### config.mk
export PLATFORM = sky130hd
export DESIGN_NAME = utf8_encoder_with_byte_limit
export DESIGN_NICKNAME = d
export VERILOG_FILES = /design/src/rtl/u8e_pkg.sv /design/src/rtl/u8e_front.sv /design/src/rtl/u8e_queue.sv /design/src/rtl/u8e_back.sv /design/src/rtl/utf8_encoder_with_byte_limit.sv
export SDC_FILE = /design/constraint.sdc
export NUM_CORES = 1
export LEC_CHECK = 0
export BUFFER_PORTS_ARGS = -buffer_cell sky130_fd_sc_hd__buf_2
export CORE_ASPECT_RATIO = 0.6
export CORE_MARGIN = 2
export CORE_UTILIZATION = 33
export CTS_CLUSTER_DIAMETER = 120
export DETAILED_ROUTE_END_ITERATION = 10
export PLACE_DENSITY = 0.61
export SLEW_MARGIN = 20
export SYNTH_ARGS = -nofsm -noshare
export SYNTH_HDL_FRONTEND = slang
export SYNTH_SLANG_ARGS = --single-unit
### constraint.sdc
create_clock -name clk_i -period 6.1 [get_ports clk_i]
set_clock_uncertainty 0.2 [all_clocks]
set_input_delay 0.915 -clock clk_i [delete_from_list [all_inputs] [get_ports clk_i]]
set_output_delay 0.915 -clock clk_i [all_outputs]
set_load 0.05 [all_outputs]
### src/rtl/u8e_pkg.sv
// Shared types, constants and helper functions for the UTF-8 encoder.
// This package has no dependencies. Every module of the block imports it.
package u8e_pkg;

  // Request on the input channel: one code point and its string flag.
  typedef struct packed {
    logic [30:0] code_point;
    logic        string_start;
  } in_req_t;

  // Request on the output channel: one encoded byte.
  typedef struct packed {
    logic [7:0] out_byte;
    logic       char_done;
  } out_req_t;

  // Configuration register indexes.
  typedef enum logic [0:0] {
    CfgLimitEnable = 1'b0,
    CfgByteLimit   = 1'b1
  } cfg_idx_e;

  // Encoded length in bytes, from one to six.
  typedef logic [2:0] len_t;

  // One classified character waiting for the byte serializer.
  typedef struct packed {
    logic [30:0] code_point;
    len_t        len;
  } char_entry_t;

  // Write side of the character queue.
  typedef struct packed {
    logic        push;
    char_entry_t entry;
  } q_wr_t;

  // Read side of the character queue.
  typedef struct packed {
    logic        empty;
    char_entry_t head;
  } q_rd_t;

  // Queue sizing.
  localparam int unsigned QDepth = 4;
  localparam int unsigned QPtrW  = $clog2(QDepth);
  localparam int unsigned QCntW  = QPtrW + 1;

  // Range thresholds for the encoded length.
  localparam logic [30:0] Lim2 = 31'h0000_0080;
  localparam logic [30:0] Lim3 = 31'h0000_0800;
  localparam logic [30:0] Lim4 = 31'h0001_0000;
  localparam logic [30:0] Lim5 = 31'h0020_0000;
  localparam logic [30:0] Lim6 = 31'h0400_0000;

  // Lead byte prefixes and the continuation marker.
  localparam logic [7:0] Lead2    = 8'd192;
  localparam logic [7:0] Lead3    = 8'd224;
  localparam logic [7:0] Lead4    = 8'd240;
  localparam logic [7:0] Lead5    = 8'd248;
  localparam logic [7:0] Lead6    = 8'd252;
  localparam logic [7:0] ContMark = 8'h80;
  localparam logic [5:0] SixMask  = 6'd63;

  // Number of bytes a code point takes.
  function automatic len_t enc_length(logic [30:0] cp);
    len_t n;
    if (cp < Lim2) begin
      n = 3'd1;
    end else if (cp < Lim3) begin
      n = 3'd2;
    end else if (cp < Lim4) begin
      n = 3'd3;
    end else if (cp < Lim5) begin
      n = 3'd4;
    end else if (cp < Lim6) begin
      n = 3'd5;
    end else begin
      n = 3'd6;
    end
    return n;
  endfunction

  // Prefix of the lead byte for a multi-byte length.
  function automatic logic [7:0] lead_prefix(len_t n);
    logic [7:0] p;
    unique case (n)
      3'd2:    p = Lead2;
      3'd3:    p = Lead3;
      3'd4:    p = Lead4;
      3'd5:    p = Lead5;
      default: p = Lead6;
    endcase
    return p;
  endfunction

  // Six-bit group number d of a code point, counted from the low end.
  function automatic logic [5:0] six_bits(logic [30:0] cp, len_t d);
    logic [35:0] ext;
    logic [5:0]  g;
    ext = {5'b0, cp};
    unique case (d)
      3'd0:    g = ext[5:0];
      3'd1:    g = ext[11:6];
      3'd2:    g = ext[17:12];
      3'd3:    g = ext[23:18];
      3'd4:    g = ext[29:24];
      3'd5:    g = ext[35:30];
      default: g = '0;
    endcase
    return g & SixMask;
  endfunction

  // Byte k of the n-byte encoding of a code point.
  function automatic logic [7:0] enc_byte(logic [30:0] cp, len_t n, len_t k);
    logic [5:0] g;
    logic [7:0] b;
    g = six_bits(cp, len_t'(n - 3'd1 - k));
    if (n == 3'd1) begin
      b = {1'b0, cp[6:0]};
    end else if (k == 3'd0) begin
      b = lead_prefix(n) | {2'b0, g};
    end else begin
      b = ContMark | {2'b0, g};
    end
    return b;
  endfunction

endpackage

### src/rtl/u8e_front.sv
// Front end of the UTF-8 encoder: configuration registers, length
// classification and the per-string byte budget. Depends on u8e_pkg.
module u8e_front import u8e_pkg::*; (
  input  logic        clk_i,
  input  logic        rst_ni,
  input  logic        cfg_we_i,
  input  cfg_idx_e    cfg_idx_i,
  input  logic [30:0] cfg_wdata_i,
  input  logic        in_valid_i,
  input  in_req_t     in_req_i,
  output logic        in_stall_o,
  input  logic        q_full_i,
  output q_wr_t       q_wr_o
);

  logic        limit_en_q;
  logic [30:0] byte_limit_q;
  logic [31:0] used_q, used_d;
  logic        stopped_q, stopped_d;

  logic        accept;
  logic [31:0] eff_used;
  logic        eff_stop;
  len_t        n;
  logic [32:0] total;
  logic        over;

  // Configuration writes.
  always_ff @(posedge clk_i or negedge rst_ni) begin
    if (!rst_ni) begin
      limit_en_q   <= 1'b0;
      byte_limit_q <= '0;
    end else if (cfg_we_i) begin
      unique case (cfg_idx_i)
        CfgLimitEnable: limit_en_q   <= cfg_wdata_i[0];
        CfgByteLimit:   byte_limit_q <= cfg_wdata_i;
        default:        ;
      endcase
    end
  end

  // Accept a request whenever the queue has room.
  assign accept     = in_valid_i && !q_full_i;
  assign in_stall_o = q_full_i;

  // A string start clears the count and the stop before the budget check.
  assign eff_used = in_req_i.string_start ? 32'd0 : used_q;
  assign eff_stop = in_req_i.string_start ? 1'b0 : stopped_q;
  assign n        = enc_length(in_req_i.code_point);
  assign total    = {1'b0, eff_used} + {30'd0, n};
  assign over     = limit_en_q && (total > {2'b0, byte_limit_q});

  // Budget state update and queue push.
  always_comb begin
    used_d              = used_q;
    stopped_d           = stopped_q;
    q_wr_o.push         = 1'b0;
    q_wr_o.entry.code_point = in_req_i.code_point;
    q_wr_o.entry.len    = n;
    if (accept) begin
      if (eff_stop || over) begin
        used_d    = eff_used;
        stopped_d = 1'b1;
      end else begin
        used_d      = total[32] ? 32'hFFFF_FFFF : total[31:0];
        stopped_d   = 1'b0;
        q_wr_o.push = 1'b1;
      end
    end
  end

  always_ff @(posedge clk_i or negedge rst_ni) begin
    if (!rst_ni) begin
      used_q    <= '0;
      stopped_q <= 1'b0;
    end else begin
      used_q    <= used_d;
      stopped_q <= stopped_d;
    end
  end

endmodule

### src/rtl/u8e_queue.sv
// Short character queue between the front end and the byte serializer.
// Depends on u8e_pkg for the entry type and the depth.
module u8e_queue import u8e_pkg::*; (
  input  logic   clk_i,
  input  logic   rst_ni,
  input  q_wr_t  q_wr_i,
  input  logic   pop_i,
  output logic   full_o,
  output q_rd_t  q_rd_o
);

  char_entry_t        mem_q [QDepth];
  logic [QPtrW-1:0]   wr_ptr_q, rd_ptr_q;
  logic [QCntW-1:0]   cnt_q, cnt_d;
  logic               do_pop;

  assign full_o         = (cnt_q == QCntW'(QDepth));
  assign q_rd_o.empty   = (cnt_q == '0);
  assign q_rd_o.head    = mem_q[rd_ptr_q];
  assign do_pop         = pop_i && !q_rd_o.empty;

  // Occupancy follows pushes and pops.
  always_comb begin
    cnt_d = cnt_q;
    if (q_wr_i.push && !do_pop) begin
      cnt_d = cnt_q + QCntW'(1);
    end else if (!q_wr_i.push && do_pop) begin
      cnt_d = cnt_q - QCntW'(1);
    end
  end

  // Pointers and occupancy.
  always_ff @(posedge clk_i or negedge rst_ni) begin
    if (!rst_ni) begin
      wr_ptr_q <= '0;
      rd_ptr_q <= '0;
      cnt_q    <= '0;
    end else begin
      if (q_wr_i.push) begin
        wr_ptr_q <= wr_ptr_q + QPtrW'(1);
      end
      if (do_pop) begin
        rd_ptr_q <= rd_ptr_q + QPtrW'(1);
      end
      cnt_q <= cnt_d;
    end
  end

  // Entry storage; payload only, no reset.
  always_ff @(posedge clk_i) begin
    if (q_wr_i.push) begin
      mem_q[wr_ptr_q] <= q_wr_i.entry;
    end
  end

endmodule

### src/rtl/u8e_back.sv
// Back end of the UTF-8 encoder: walks the queue head byte by byte into
// an output register. Depends on u8e_pkg.
module u8e_back import u8e_pkg::*; (
  input  logic     clk_i,
  input  logic     rst_ni,
  input  q_rd_t    q_rd_i,
  output logic     pop_o,
  output logic     out_valid_o,
  output out_req_t out_req_o,
  input  logic     out_stall_i
);

  len_t     k_q, k_d;
  logic     out_valid_q, out_valid_d;
  out_req_t out_q, out_d;
  logic     advance;
  logic     last;

  // The output register may load when it is empty or being taken.
  assign advance = !out_valid_q || !out_stall_i;
  assign last    = (k_q == len_t'(q_rd_i.head.len - 3'd1));
  assign pop_o   = advance && !q_rd_i.empty && last;

  // Next byte of the head character.
  always_comb begin
    k_d                = k_q;
    out_valid_d        = out_valid_q;
    out_d.out_byte     = enc_byte(q_rd_i.head.code_point, q_rd_i.head.len, k_q);
    out_d.char_done    = last;
    if (advance) begin
      out_valid_d = !q_rd_i.empty;
      if (!q_rd_i.empty) begin
        k_d = last ? 3'd0 : len_t'(k_q + 3'd1);
      end
    end
  end

  always_ff @(posedge clk_i or negedge rst_ni) begin
    if (!rst_ni) begin
      k_q         <= '0;
      out_valid_q <= 1'b0;
    end else begin
      k_q         <= k_d;
      out_valid_q <= out_valid_d;
    end
  end

  // Output payload, loaded only with a fresh byte.
  always_ff @(posedge clk_i) begin
    if (advance && !q_rd_i.empty) begin
      out_q <= out_d;
    end
  end

  assign out_valid_o = out_valid_q;
  assign out_req_o   = out_q;

  // The byte index stays inside the head character.
  a_k_in_range: assert property (@(posedge clk_i) disable iff (!rst_ni)
    !q_rd_i.empty |-> (k_q < q_rd_i.head.len))
    else $error("byte index beyond character length");

  // Part of a character is out only while its entry is still queued.
  a_mid_char_held: assert property (@(posedge clk_i) disable iff (!rst_ni)
    (k_q != 3'd0) |-> !q_rd_i.empty)
    else $error("character entry left the queue mid-run");

  // Retiring an entry shows its final byte next.
  a_pop_done: assert property (@(posedge clk_i) disable iff (!rst_ni)
    pop_o |=> (out_valid_q && out_q.char_done))
    else $error("entry retired without a final byte");

  // A byte loaded without retiring the entry is not the final one.
  a_mid_not_done: assert property (@(posedge clk_i) disable iff (!rst_ni)
    (advance && !q_rd_i.empty && !pop_o) |=> (out_valid_q && !out_q.char_done))
    else $error("final byte flagged early");

endmodule

### src/rtl/utf8_encoder_with_byte_limit.sv
// UTF-8 encoder, original one-to-six-byte form, with an optional byte
// budget per string. The input takes one code point per cycle while the
// four-entry character queue has room; requests that are dropped by the
// budget are taken at the same rate and leave nothing in the queue. The
// output register gives one byte per cycle while out_stall_i is low and
// the queue holds a character, so sustained throughput is set by the byte
// serializer, which sends each character one byte at a time. The first
// byte of an accepted request is written into the queue and then loaded
// into the output register. Configuration is written through cfg_we_i,
// index 0 enabling the budget and index 1 holding the byte limit. Depends
// on u8e_pkg, u8e_front, u8e_queue and u8e_back.
module utf8_encoder_with_byte_limit import u8e_pkg::*; (
  input  logic        clk_i,
  input  logic        rst_ni,
  input  logic        cfg_we_i,
  input  cfg_idx_e    cfg_idx_i,
  input  logic [30:0] cfg_wdata_i,
  input  logic        in_valid_i,
  input  in_req_t     in_req_i,
  output logic        in_stall_o,
  output logic        out_valid_o,
  output out_req_t    out_req_o,
  input  logic        out_stall_i
);

  q_wr_t q_wr;
  q_rd_t q_rd;
  logic  q_full;
  logic  q_pop;

  // Classification and budget.
  u8e_front u_front (
    .clk_i       (clk_i),
    .rst_ni      (rst_ni),
    .cfg_we_i    (cfg_we_i),
    .cfg_idx_i   (cfg_idx_i),
    .cfg_wdata_i (cfg_wdata_i),
    .in_valid_i  (in_valid_i),
    .in_req_i    (in_req_i),
    .in_stall_o  (in_stall_o),
    .q_full_i    (q_full),
    .q_wr_o      (q_wr)
  );

  // Decoupling queue.
  u8e_queue u_queue (
    .clk_i  (clk_i),
    .rst_ni (rst_ni),
    .q_wr_i (q_wr),
    .pop_i  (q_pop),
    .full_o (q_full),
    .q_rd_o (q_rd)
  );

  // Byte serializer.
  u8e_back u_back (
    .clk_i       (clk_i),
    .rst_ni      (rst_ni),
    .q_rd_i      (q_rd),
    .pop_o       (q_pop),
    .out_valid_o (out_valid_o),
    .out_req_o   (out_req_o),
    .out_stall_i (out_stall_i)
  );

endmodule
* Yosys cells after proc, flatten, opt, wreduce, memory -nomap -nowiden
Memories as Yosys holds them, arrays and structs flattened.
Cells that the tools add are included.
** Storage, ports and cells
- Register bits :: 85
- Bits in writable memories :: 136
- Bits of input ports :: 69
- Output and inout port bits :: 11
- Memories :: 1
** Memory list
- u_queue.mem_q :: words 4, width 34, read ports 1, clocked after memory_dff 0, write ports 1, RTL line u8e_queue.sv:12 : char_entry_t mem_q [QDepth];
** Cells by class
- Add/subtract/negate cells :: 8
- $lt $le $gt $ge :: 6
- Equality and inequality tests :: 12
- Mux-type cells :: 23
- Bitwise operators :: 3
- Reduce and logical (&&, ||, !) cells :: 22
** Operators by type and width (number)
- two-way mux 32 bit :: 3
- case mux 6 bit (6 select lines) :: 1
- adder 32 x 3 -> 33 bit :: 1
- > comparator 33 x 31 -> 1 bit :: 1
- < comparator 31 x 12 -> 1 bit, second input constant :: 1
- < comparator 31 x 17 -> 1 bit, second input constant :: 1
- < comparator 31 x 22 -> 1 bit, second input constant :: 1
- < comparator 31 x 27 -> 1 bit, second input constant :: 1
- < comparator 31 x 8 -> 1 bit, second input constant :: 1
- two-way mux 8 bit :: 3
- case mux 6 bit (4 select lines) :: 1
- two-way mux 3 bit :: 7
- equality test 3 bit, second input constant :: 5
- equality test 3 x 2 -> 1 bit, second input constant :: 4
- logical NOT 3 bit :: 3
- bitwise OR 8 x 6 -> 8 bit :: 1
- logical AND 1 bit :: 7
- two-way mux 7 bit :: 1
- adder 3 x 1 -> 3 bit, second input constant :: 2
- equality test 3 x 1 -> 1 bit, second input constant :: 2
- logical NOT 1 bit :: 6
- two-way mux 1 bit :: 6
- AND reduction 2 bit :: 3
- subtractor 3 x 1 -> 3 bit, second input constant :: 2
- 7 further kinds :: 10

* Longest topological paths before layout
- Depth in word-level cells :: 16
- Gate-level depth with buffers :: 28

* By module
From an unflattened synthesis, not the netlist that was laid out.
** Unflattened totals
- Cells, all modules :: 858
- Area, all modules :: 11119.4 um^2
** By module, submodules not included
- u8e_queue :: times used 1, cells each 213, area each 5360.1 um^2, seq. area each 4259.1 um^2
- u8e_front :: times used 1, cells each 527, area each 4619.4 um^2, seq. area each 1626.6 um^2
- u8e_back :: times used 1, cells each 118, area each 1139.8 um^2, seq. area each 370.4 um^2

* Worst setup path after synthesis
OpenSTA, ideal clock, no wires.
- Kind :: in2reg
- Start :: input in_req_i[20] in the netlist's numbering
- End :: memory u_queue.mem_q[0][0] in the netlist's numbering (enable)
- Arrival time :: 6.504 ns
- Setup slack :: -0.999 ns
- Cell stages on the path :: 23
- Path buffers :: 1
- Path through :: or4_1 -> nor2_1 -> o21ai_0 -> a21oi_1 -> ha_1 -> inv_1 -> fa_1 -> nor2b_1 -> o21ai_0 -> nor4_4 -> nand3_2 -> or3_1 -> xnor2_1 -> ha_1 -> and4_1 -> and2_1 -> a221oi_1 -> a311oi_1 -> a211oi_2 -> a21oi_4 -> inv_2 -> buf_6 -> and2_1
** RTL lines
- start, declared :: RTL line utf8_encoder_with_byte_limit.sv:19 : input in_req_t in_req_i,
- end, declared :: RTL line u8e_queue.sv:12

==> summary.md <==
| Metric | Value |
|---|---|
| Status | completed |
| Placed cells | 1404 |
| Seq/Total Area, Yosys | 0.576 |
| DP Area | 0.0126 mm^2 |
| DRC Markers | 0 |
| CORE AREA | 0.0324 mm^2 |
| GPL Wtd Cong | 0.824 |
| Leakage | 5.48 nW |
| Crit path max-delay cell type | or4_4 |
| Wirelength per Cell | 18.2 um |
| Fmax | 165 MHz |
| Die W | 238 um |
| Worst-Skew Late Latency | 0.53 ns |
| Clk root buf | clkbuf_16 |
| Worst EP arrival | 6.25 ns |
| Pwr/cell area | 457 mW/mm^2 |
| Final worst-path cycle share | 0.992 |
| Worst Slack Setup Final | 0.0469 ns |
| Fin util | 0.418 |
| DR pass1 iterations | 5 |
| Count of flip-flops with a built-in enable after synthesis | 145 |
| Via density | 5.02 |
| Gr ovfl total | 0 |
| CTS tree | done |
| Clock Power Share | 0.229 |
| Setup violators final | 0 |
| Largest net degree at the start of global routing | 77 |
| Seq pwr share | 0.368 |
| Critical path class | input port to flop |
| Combinational share of power | 0.403 |
| Synthesized cell area | 0.0109 mm^2 |
| Hold-fix buffers at CTS | 0 |
| Worst-path maximum fanout | 3 |
| Mapped Cells | 827 |
| Initial drt markers | 523 |
| Psw | 0.00224 W |
| R2R Path End | u_queue.cnt_q[2] |
| Final Instance Area | 0.0135 mm^2 |
| Die H | 145 um |
| Area share of the largest cell type after synthesis | 0.401 |
| Final net count | 1129 |
| Initial antenna violation count | 1 |
| Fin cells | 1450 |
| Startpoint Class | input port |
| Die ar. | 0.0344 mm^2 |
| First-pass GRT wire length | 40900 um |
| Min-delay worst type | input port to asynchronous set/reset pin |
| Clock sinks | 221 |
| CP Data Required Time | 6.29 ns |
| Crit Reg-Reg Startpoint | u_front.used_q[0] |
| Port Buffers | 79 |
| Fraction of layout cells with a size suffix above 1 | 0.335 |
| Longest Clk Path Bufs | 3 |
| Slowest Stage Delay on Critical Path | 0.54 ns |
| Post-Syn Area per Cell | 13.1 um^2 |
| Vias | 7282 |
| CP endpoint kind | flop |
| Post-DP HPWL | 18900 um |
| Area added between synthesis and finish | 24.7% |
| Internal cell power | 0.00396 W |
| Slew Viols, Final | 0 |
| Most used flip-flop cell after synthesis | edfxtp_1 |
| H-tree depth | 1 |
| Yosys cell types | 69 |
| Fin crit period | 6.05 ns |
| Reg2Reg Depth | 25 |
| Initial Utilization | 0.335 |
| Final Total Pwr | 0.00619 W |
| VDD IR-drop max | 0.206 mV |
| Top cells by area, synth | edfxtp_1 (40%), dfrtp_1 (18%), mux4_2 (7.3%), ha_1 (5.5%), mux2_2 (3.8%) |
| Num CTS Buffers | 23 |
| Rows | 51 |
| Least-Margin Pin Slew | 1.04 ns |
| Rel. slew slack | 0.301 |
| Most frequent CP cell | inv_2 |
| R2R Setup Slk | 0.92 ns |
| RSZ-0062 raised after global routing | true |
| Syn Nets | 947 |
| Pre-CTS setup slack | -0.648 ns |
| Diodes inserted | 0 |
| Number of global-route vias before repair | 6993 |
| Total GRT Usage | 0.156 |
| Final Hold Violating Endpoints | 0 |
| Yosys warning total | 0 |
| #FFs+latches synth | 221 |
| Max-Cap Viols | 0 |
| Async SR Flop Fraction | 0.344 |
| Final wirelength | 26400 um |
| Switching share of total power | 0.361 |
| Fillers | 3009 |
| Clock transition at path regs | 0.06 ns |
| Post-synth top area cell | edfxtp_1 |
| Post-route ant nets | 0 |
| Ports | 80 |
## timing repair
item	CTS	global route
gates resized for setup	0	20
setup endpoints to repair	99	155
pin swaps	3	25
hold endpoints to repair	0	0
setup buffers	1	3
## how the worst max path moves through the flow
| stage | startpoint | endpoint | cells past startpoint |
|---|---|---|---|
| floorplan | in_req_i[17] | u_queue.cnt_q[2] | 28 |
| global placement | in_req_i[17] | u_queue.cnt_q[2] | 28 |
| detailed placement | in_req_i[17] | u_queue.cnt_q[2] | 28 |
| CTS | in_req_i[17] | u_queue.cnt_q[2] | 29 |
| global route | in_req_i[10] | u_queue.cnt_q[2] | 27 |
| finish | in_req_i[20] | u_queue.cnt_q[2] | 29 |
## cell usage after synthesis (5+ instances only)
cell	n
edfxtp_1	145
a2bb2oi_1	11
xnor2_1	17
xor2_1	17
dfrtp_1	76
and3_1	9
buf_1	5
or3_1	5
mux2_2	37
clkbuf_1	20
nand4_1	11
nor3_1	14
a22oi_1	5
and2_1	6
o211ai_1	8
mux4_2	35
o21ai_0	34
a21oi_1	25
nor2_1	43
nand2b_1	10
nand3_1	19
nor2b_1	17
inv_1	48
nand3b_1	5
nand2_1	77
ha_1	48
o22ai_1	5
nor4_1	7
## state kept, by name (all words and copies together) (netlist names)
| signal | cells |
|---|---|
| u_queue.mem_q | 136 |
| u_front.used_q | 32 |
| u_front.byte_limit_q | 31 |
| u_back.out_req_o | 9 |
| u_back.k_q | 3 |
| u_queue.cnt_q | 3 |
| u_queue.rd_ptr_q | 2 |
| u_queue.wr_ptr_q | 2 |
| u_back.out_valid_o | 1 |
| u_front.limit_en_q | 1 |
| u_front.stopped_q | 1 |
## layout by cell type (no fill, tap or decap), types with 4 or more instances in the layout
cell	n
edfxtp_1	145
buf_4	99
nand2_1	77
buf_2	76
dfrtp_1	75
inv_1	46
ha_1	44
nor2_1	41
mux2_2	37
mux4_2	35
o21ai_0	30
a21oi_1	24
clkbuf_16	23
nand3_1	19
xor2_1	17
nor2b_1	16
xnor2_1	14
nor3_1	13
nand4_1	11
a2bb2oi_1	11
nand2b_1	10
and3_1	9
buf_12	9
o211ai_1	8
nor4_1	7
nand3b_1	5
a22oi_1	5
o22ai_1	5
and4_1	4
a21o_1	4
mux2i_1	4
o31ai_1	4
clkbuf_1	4
buf_6	4
## logic make-up (layout without fill, tap and decap cells)
family | count (synthesis) | in the layout | synth area share
xor gates and xnor gates | 34 | 34 | 0.0274
adders and majority gates | 51 | 51 | 0.0608
and+or+nand+nor | 244 | 244 | 0.118
AOI/OAI and AO/OA | 121 | 121 | 0.0741
buffers and inverters | 80 | 279 | 0.0291
DFF | 221 | 221 | 0.576
muxes | 76 | 76 | 0.115
## stage by stage
stage | hold WS, ns | TNS (ns)
after floorplan | 0.238 | -82.43
after global placement | 0.252 | -61.40
after detailed placement | 0.265 | -88.70
after CTS | 0.284 | 0
after global routing | 0.269 | -10.46
final | 0.219 | 0
## worst max-delay path, delay by kind of cell
family / cells / cell delay, ns
simple gates: 7 / 1.75
buf+inv: 5 / 0.43
fa+ha+maj: 5 / 1.24
xor+xnor: 3 / 0.47
compound gates: 9 / 1.42
## per-layer routing
metal | track usage | wire, um | share of wire
met3 | 0.0428 | 1820 | 0.069
met4 | 0.0253 | 298 | 0.011
met2 | 0.213 | 10700 | 0.41
met5 | 0 | 13 | 0.00049
met1 | 0.245 | 13600 | 0.51
## area by class of cell
| class | count | area [um^2] | share of cell area |
|---|---|---|---|
| clock buffer | 30 | 632 | 0.0466 |
| clock inverter | 12 | 130 | 0.00961 |
| inverter | 49 | 184 | 0.0136 |
| multi-input combinational | 526 | 4460 | 0.329 |
| sequential | 221 | 6260 | 0.462 |
| tap | 424 | 531 | 0.0392 |
| timing repair buffer | 188 | 1350 | 0.0996 |
## power by group through the flow
stage               Combinational (W)  Sequential [W]  Clock [W]
CTS                           0.00249         0.00228    0.00147
detailed placement            0.00247         0.00231          0
finish                        0.00250         0.00228    0.00142
floorplan                     0.00162         0.00231          0
global placement              0.00245         0.00230          0
global route                  0.00274         0.00232    0.00153
Note: power is estimated with default switching activity, not from simulation.
